[src/design/pds_pkg.sv]
package pds_pkg;

  // Line length the buffers are sized for
  localparam int MAX_WIDTH = 1024;

  // Column counter and clamped-width widths
  localparam int COL_W = $clog2(MAX_WIDTH);
  localparam int WW    = COL_W + 1;

  // Line buffers are split four ways on column bits [1:0]
  localparam int NBANK      = 4;
  localparam int BANK_DEPTH = (MAX_WIDTH + NBANK - 1) / NBANK;
  localparam int BANK_AW    = (BANK_DEPTH > 1) ? $clog2(BANK_DEPTH) : 1;

  // Field widths
  localparam int CH_W  = 8;
  localparam int NCH   = 3;
  localparam int PX_W  = CH_W * NCH;
  localparam int NNB   = 4;
  localparam int INW_W = 11;
  localparam int ROW_W = 16;
  localparam int CFG_W = 16;
  localparam int CFG_IDX_W = 1;

  // Register reset values
  localparam logic [INW_W-1:0] IN_WIDTH_RST  = INW_W'(640);
  localparam logic [ROW_W-1:0] IN_HEIGHT_RST = ROW_W'(480);

  typedef enum logic [CFG_IDX_W-1:0] {
    REG_IN_WIDTH  = 1'b0,
    REG_IN_HEIGHT = 1'b1
  } reg_idx_e;

  typedef logic [PX_W-1:0] px_t;

  // 3x3 neighbourhood of the current beat, plus step status
  typedef struct packed {
    logic                      emit;
    logic                      last;
    logic [PX_W-1:0]           ctr;
    logic [NNB-1:0][PX_W-1:0]  side;
    logic [NNB-1:0][PX_W-1:0]  diag;
  } win_t;

  // Width register to the width in use: 2 .. MAX_WIDTH
  function automatic logic [WW-1:0] clamp_width(input logic [INW_W-1:0] in_w);
    logic [WW-1:0] w;
    if (int'(in_w) > MAX_WIDTH) begin
      w = WW'(MAX_WIDTH);
    end else if (in_w < INW_W'(2)) begin
      w = WW'(2);
    end else begin
      w = WW'(in_w);
    end
    return w;
  endfunction

  function automatic logic [ROW_W-1:0] clamp_height(input logic [ROW_W-1:0] in_h);
    return (in_h < ROW_W'(2)) ? ROW_W'(2) : in_h;
  endfunction

  // Column in use: a counter at or past the row end acts as the last column
  function automatic logic [COL_W-1:0] eff_col(input logic [COL_W-1:0] col,
                                               input logic [WW-1:0] w);
    logic [COL_W-1:0] c;
    if ({1'b0, col} >= w) begin
      c = COL_W'(w - WW'(1));
    end else begin
      c = col;
    end
    return c;
  endfunction

  // Saturate to one byte
  function automatic logic [CH_W-1:0] sat8(input logic [9:0] v);
    return (v > 10'd255) ? 8'hFF : v[7:0];
  endfunction

  // round(v/3): (v+1)*171 >> 9, exact for v <= 255
  function automatic logic [6:0] div3_round(input logic [CH_W-1:0] v);
    logic [8:0]  x;
    logic [16:0] p;
    x = {1'b0, v} + 9'd1;
    p = 17'(x) * 17'd171;
    return p[15:9];
  endfunction

  // round(v/5): (v+2)*205 >> 10, exact for v <= 255
  function automatic logic [5:0] div5_round(input logic [CH_W-1:0] v);
    logic [8:0]  x;
    logic [16:0] p;
    x = {1'b0, v} + 9'd2;
    p = 17'(x) * 17'd205;
    return p[15:10];
  endfunction

  // round(v/13): (v+6)*79 >> 10, exact for v <= 255
  function automatic logic [4:0] div13_round(input logic [CH_W-1:0] v);
    logic [8:0]  x;
    logic [15:0] p;
    x = {1'b0, v} + 9'd6;
    p = 16'(x) * 16'd79;
    return p[14:10];
  endfunction

endpackage

[src/design/pds_lane.sv]
module pds_lane (
  input  logic                                     clk_i,
  input  logic                                     ld_s1_i,
  input  logic                                     ld_out_i,
  input  logic [pds_pkg::CH_W-1:0]                 ctr_i,
  input  logic [pds_pkg::NNB-1:0][pds_pkg::CH_W-1:0] side_i,
  input  logic [pds_pkg::NNB-1:0][pds_pkg::CH_W-1:0] diag_i,
  output logic [pds_pkg::CH_W-1:0]                 res_o
);

  localparam int CH_W = pds_pkg::CH_W;

  logic [CH_W-1:0] ctr_q, side_q, side_d, diag_q, diag_d;
  logic [CH_W-1:0] res_q, res_d;
  logic [9:0]      side_sum, diag_sum, term_sum;

  // Stage 1: neighbour sums, clipped to a byte
  assign side_sum = 10'(side_i[0]) + 10'(side_i[1]) + 10'(side_i[2]) + 10'(side_i[3]);
  assign diag_sum = 10'(diag_i[0]) + 10'(diag_i[1]) + 10'(diag_i[2]) + 10'(diag_i[3]);
  assign side_d   = pds_pkg::sat8(side_sum);
  assign diag_d   = pds_pkg::sat8(diag_sum);

  // Stage 2: rounded constant divides, then saturating add
  assign term_sum = 10'(pds_pkg::div3_round(ctr_q))
                  + 10'(pds_pkg::div5_round(side_q))
                  + 10'(pds_pkg::div13_round(diag_q));
  assign res_d    = pds_pkg::sat8(term_sum);

  always_ff @(posedge clk_i) begin
    if (ld_s1_i) begin
      ctr_q  <= ctr_i;
      side_q <= side_d;
      diag_q <= diag_d;
    end
    if (ld_out_i) begin
      res_q <= res_d;
    end
  end

  assign res_o = res_q;

endmodule

[config.mk]
export PLATFORM = sky130hd
export DESIGN_NAME = pds_lane
export DESIGN_NICKNAME = d
export VERILOG_FILES = /design/src/design/pds_pkg.sv /design/src/design/pds_lane.sv
export SDC_FILE = /design/constraint.sdc
export NUM_CORES = 1
export LEC_CHECK = 0
export BUFFER_PORTS_ARGS = -buffer_cell sky130_fd_sc_hd__buf_4
export CAP_MARGIN = 25
export CORE_ASPECT_RATIO = 0.8
export CORE_MARGIN = 3
export CORE_UTILIZATION = 65
export CTS_CLUSTER_SIZE = 25
export DETAILED_ROUTE_END_ITERATION = 6
export PLACE_DENSITY_LB_ADDON = 0.2
export SLEW_MARGIN = 20
export SYNTH_ARGS = -nofsm -noshare
export SYNTH_HDL_FRONTEND = slang
export SYNTH_SLANG_ARGS = --single-unit
export TNS_END_PERCENT = 20
[constraint.sdc]
create_clock -name clk_i -period 19.74 [get_ports clk_i]
set_clock_uncertainty 0.15 [all_clocks]
set_input_delay 3.948 -clock clk_i [delete_from_list [all_inputs] [get_ports clk_i]]
set_output_delay 3.948 -clock clk_i [all_outputs]
set_load 0.01 [all_outputs]
Word level (Yosys, flattened, before mapping)
Cells that the tools add are included.
Widths: inputs -> output; s select.
{ "op_classes": {"add_sub_neg": 11, "mul": 3, "magnitude_cmp": 3} }
{ "op_table": {"columns": ["op", "n"], "rows": [
  ["$mul 9x8->16 const B", 2],
  ["$add 10x8->10", 2],
  ["$add 9x8->10", 2],
  ["$gt 10x8->1 const B", 2],
  ["$add 8x8->9", 2],
  ["$mul 9x7->15 const B", 1],
  ["$add 8x1->9 const B", 1],
  ["$add 8x2->9 const B", 1],
  ["$add 8x3->9 const B", 1],
  ["$add 8x5->9", 1],
  ["$gt 9x8->1 const B", 1],
  ["$add 7x6->8", 1]
]} }
{ "totals": {"reg_bits": 32, "input_bits": 75, "output_inout_bits": 8, "wordCells": 21} }

Longest topological paths before layout
{ "depth": {"word_depth": 5, "ltp_mapped": 27, "mapped_depth_nobuf": 27} }

Worst setup path after synthesis
Ideal clock, no wire load.
{ "synth_timing": {"kind": "input port to flip-flop", "start": "input port side_i[1] in the netlist's numbering", "end": "register side_q[0] (data pin)", "setup_ns": 0.273, "arrival_ns": 6.509, "required_time_ns": 19.317, "path_slack_ns": 12.808, "stages": 9, "n_path_buf": 0, "path_cell_list": "fa_1 fa_1 ha_1 fa_1 a21o_1 a21oi_2 nand3_1 nor3_1 o21ai_0"} }
{ "synth_via": {"elab_chain_len": 4} }
{ "synth_lines": {"columns": ["element", "line_no", "rtl"], "rows": [
  ["start: declaration", "pds_lane.sv:6", "input logic [pds_pkg::NNB-1:0][pds_pkg::CH_W-1:0] side_i,"],
  ["$add 8x8->9", "pds_lane.sv:18", "assign side_sum = 10'(side_i[0]) + 10'(side_i[1]) + 10'(side_i[2]) + 10'(side_i[3]);"],
  ["$add 9x8->10", "pds_lane.sv:18", null],
  ["$add 10x8->10", "pds_lane.sv:18", null],
  ["$gt 10x8->1", "pds_pkg.sv:76", "return (v > 10'd255) ? 8'hFF : v[7:0];"],
  ["end signal: assignment", "pds_lane.sv:32", "side_q <= side_d;"],
  ["end: declaration", "pds_lane.sv:13", "logic [CH_W-1:0] ctr_q, side_q, side_d, diag_q, diag_d;"]
]} }
No other way between the ends.
A chain may end at the register's enable or synchronous reset.

Worst setup path after layout
{ "layout_timing": {"start": "register diag_q[1]", "end": "register res_q[7] (netlist: res_o[7]) (data pin)"} }
{ "layout_via": {"elab_chain_len": 4} }
{ "layout_lines": {"columns": ["element", "line_no", "rtl"], "rows": [
  ["start: declaration", "pds_lane.sv:13", null],
  ["start signal: assignment", "pds_lane.sv:33", "diag_q <= diag_d;"],
  ["$add 8x3->9 (*)", "pds_pkg.sv:101", "x = {1'b0, v} + 9'd6;"],
  ["$mul 9x7->15 (*)", "pds_pkg.sv:102", "p = 16'(x) * 16'd79;"],
  ["$add 8x5->9 (*)", "pds_lane.sv:26", "+ 10'(pds_pkg::div13_round(diag_q));"],
  ["$gt 9x8->1", "pds_pkg.sv:76", null],
  ["end signal: assignment", "pds_lane.sv:36", "res_q <= res_d;"],
  ["end: declaration", "pds_lane.sv:14", "logic [CH_W-1:0] res_q, res_d;"]
]} }
Mark *: on every way between the ends. The rest lies on a longest branch, timed or not.

==> results.tsv <==
stage	metric	value	unit
floorplan	die-width	118	microns
timing	fin_crit_sh	36.0	%
yosys	ys_async_sr_fraction	0	%
detailed_routing	post-route-drc-count	0	
floorplan	rows	32	
worst_setup_path	worst_setup_path_start_kind	flop	
clock_network	clk_pin_slew	0.05	ns
clock_network	cts_tree	yes	
yosys	synth.distinct_cells	50	
floorplan	initial_core_util	67.3	%
worst_setup_path	crit_fanout	6	
yosys	ys.flop_type	edfxtp_1	
timing	max_slew.worst_pin.slew	0.636	ns
global_routing	grt_pass1_wl	21100	microns
finish	area_growth	13.8	%
timing	rsz0062_at_grt	false	
detailed_routing	wl_met1	5310	microns
floorplan	coreArea	9770	sq um
timing	setup_viol	0	
detailed_routing	drt_pass1_iterations	5	
finish	fin_nets	1035	
detailed_routing	highest_layer	met4	
outcome	status	complete, no violations	
detailed_routing	drtIter0Drc	170	
clock_network	clk_latency	0.28	ns
clock_network	postCtsSetupBuffers	0	
worst_setup_path	critPathKind	flop to flop	
worst_setup_path	cp.arrival	6.99	ns
yosys	syn_inst	648	
clock_network	cts.htree.levels	2	
detailed_routing	wirelength	12200	microns
detailed_routing	detail-route-antenna-nets	0	
finish	n_fill_cell	703	
timing	max_slew_margin	57.3	%
detailed_routing	dr_wl_met3	543	microns
timing	finalSetupTns	0	ns
detailed_routing	wl_met2	6180	microns
placement	dp_hpwl	10700	microns
yosys	synth.avg_cell_area	10.2	sq um
timing	drv_slew	0	
finish	antenna_cells	0	
detailed_routing	viasPerCell	5.47	
clock_network	post_cts_resized	0	
global_routing	grt_max_degree	25	
clock_network	cts_inserted_buffers	5	
yosys	yosys_warnings	0	
clock_network	cts_sinks	32	
yosys	yosysSeqAreaShare	14.6	%
global_routing	grt_usage	22.4	%
global_routing	antenna_found_initial	0	
timing	max_freq	0.141	GHz
floorplan	die_area	11400	sq um
timing	period_needed	7.11	ns
floorplan	ioPinCount	83	
worst_hold_path	hp-class	flop to flop	
finish	final_layout_size_suffix_gt1_share	13.5	%
timing	final_hold_viol_count	0	
worst_setup_path	worst_ep_required_time	19.62	ns
placement	gp_congestion	0.891	
clock_network	clockBufferDepth	2	
worst_setup_path	rr_worst_depth	27	
global_routing	overflow	0	
worst_setup_path	end_kind	flop	
placement	io_buffer_count	82	
global_routing	grt_pass1_vias	5043	
worst_hold_path	holdPathStages	6	
yosys	synth_nets	949	
detailed_routing	routedWlPerCell	14.0	microns
detailed_routing	via_count	4765	
clock_network	hold_buffers	0	
yosys	syn-cell-area	6580	sq um
yosys	synth_seq_cells	32	
run	drv_cap	0	
yosys	synth_edf_count	32	
floorplan	die_h	96.0	microns
clock_network	cts-root-buf	clkbuf_16	
## stage by stage
stage | util, % | setup slack (ns) | hold WS, ns | cells | cell area [sq um]
after global placement | 75.3 | 12.55 | 1.18 | 863 | 7350
final | 76.7 | 12.63 | 1.23 | 871 | 7490
after CTS | 76.7 | 12.69 | 1.23 | 871 | 7490
after detailed placement | 75.3 | 12.40 | 1.21 | 863 | 7350
after global routing | 76.7 | 12.27 | 1.35 | 871 | 7490
after floorplan | - | 12.81 | 1.02 | 648 | 6580
## sequential cells by signal, indices dropped and copies added (netlist names)
signal / count
ctr_q: 8
diag_q: 8
side_q: 8
res_o: 8
## Yosys cell counts (2+ instances only)
| library cell | count | area share, % |
|---|---|---|
| xor2_1 | 23 | 3.1 |
| nand2_1 | 19 | 1.1 |
| o211ai_1 | 4 | 0.46 |
| nor3_1 | 7 | 0.53 |
| a2111oi_0 | 2 | 0.27 |
| inv_1 | 147 | 8.4 |
| xnor2_1 | 34 | 4.5 |
| mux2i_1 | 3 | 0.46 |
| nor2_1 | 29 | 1.7 |
| fa_1 | 81 | 25 |
| a21oi_2 | 2 | 0.27 |
| nand4_1 | 3 | 0.29 |
| edfxtp_1 | 32 | 15 |
| and2_1 | 2 | 0.19 |
| a21o_1 | 14 | 1.6 |
| nor4_1 | 2 | 0.19 |
| a211o_1 | 2 | 0.27 |
| nand3_1 | 11 | 0.84 |
| nand3b_1 | 2 | 0.23 |
| o21ai_0 | 25 | 1.9 |
| o21bai_1 | 5 | 0.57 |
| ha_1 | 145 | 28 |
| a21oi_1 | 21 | 1.6 |
| clkbuf_1 | 3 | 0.17 |
| o21a_1 | 2 | 0.23 |
| and3_1 | 3 | 0.29 |
| nor2b_1 | 2 | 0.19 |
## area by class of cell
| cell class | count | area [sq um] | area share [%] |
|---|---|---|---|
| clock buffer | 7 | 133 | 1.77 |
| clock inverter | 1 | 3.75 | 0.0501 |
| inverter | 147 | 552 | 7.37 |
| multi-input combinational | 466 | 5050 | 67.5 |
| sequential | 32 | 961 | 12.8 |
| tap | 136 | 170 | 2.27 |
| timing repair buffer | 82 | 616 | 8.22 |
## cell usage in the layout (no fill, tap or decap), drive strengths merged, types with 3 or more instances in the layout
cell type    n
inv        147
ha         145
buf         82
fa          81
xnor2       34
edfxtp      32
nor2        29
o21ai       26
xor2        23
a21oi       23
nand2       19
a21o        14
nand3       11
nor3         7
clkbuf       7
o21bai       5
o211ai       4
nand4        3
and3         3
mux2i        3
a2111oi      3
nor4         3
## critical path, cell delays in order (launching register included)
cell and delay (ns):
edfxtp_1 0.46, inv_1 0.20, ha_1 0.24, nand3b_1 0.14, xor2_1 0.39, inv_1 0.20
fa_1 0.51, ha_1 0.30, ha_1 0.29, inv_1 0.05, fa_1 0.51, inv_1 0.06
ha_1 0.31, o21ai_0 0.33, o221ai_1 0.22, a21boi_0 0.38, o21bai_1 0.16, xnor2_1 0.19
fa_1 0.51, inv_1 0.05, ha_1 0.21, inv_1 0.08, fa_1 0.21, inv_1 0.06
a21o_1 0.17, a21oi_1 0.21, o21bai_1 0.09, a21o_1 0.17
## per-layer routing
metal	track usage (%)	up-vias
met4	5.50	0
met1	27.1	2293
met3	2.47	18
li1	-	2316
met5	0	-
met2	43.3	138
## cell families after synthesis
kind of cell | after synthesis | synth area share, %
buf+inv | 150 | 8.56
xor+xnor | 57 | 7.59
mux | 3 | 0.457
flops | 32 | 14.6
simple gates | 87 | 6.39
fa+ha+maj | 226 | 52.2
compound gates | 93 | 10.2
## path summary, 6_finish.rpt
| check | startpoint | end | slack [ns] |
|---|---|---|---|
| max | diag_q[1] | res_o[7] | 12.63 |
| min | ctr_q[7] | res_o[7] | 1.23 |
| max reg2reg | diag_q[1] | res_o[7] | 12.63 |
| min reg2reg | ctr_q[7] | res_o[7] | 1.23 |
Power is left out: the tool's default activity adds up to more than one toggle a clock period on the data nets, which glitch-free logic cannot reach.
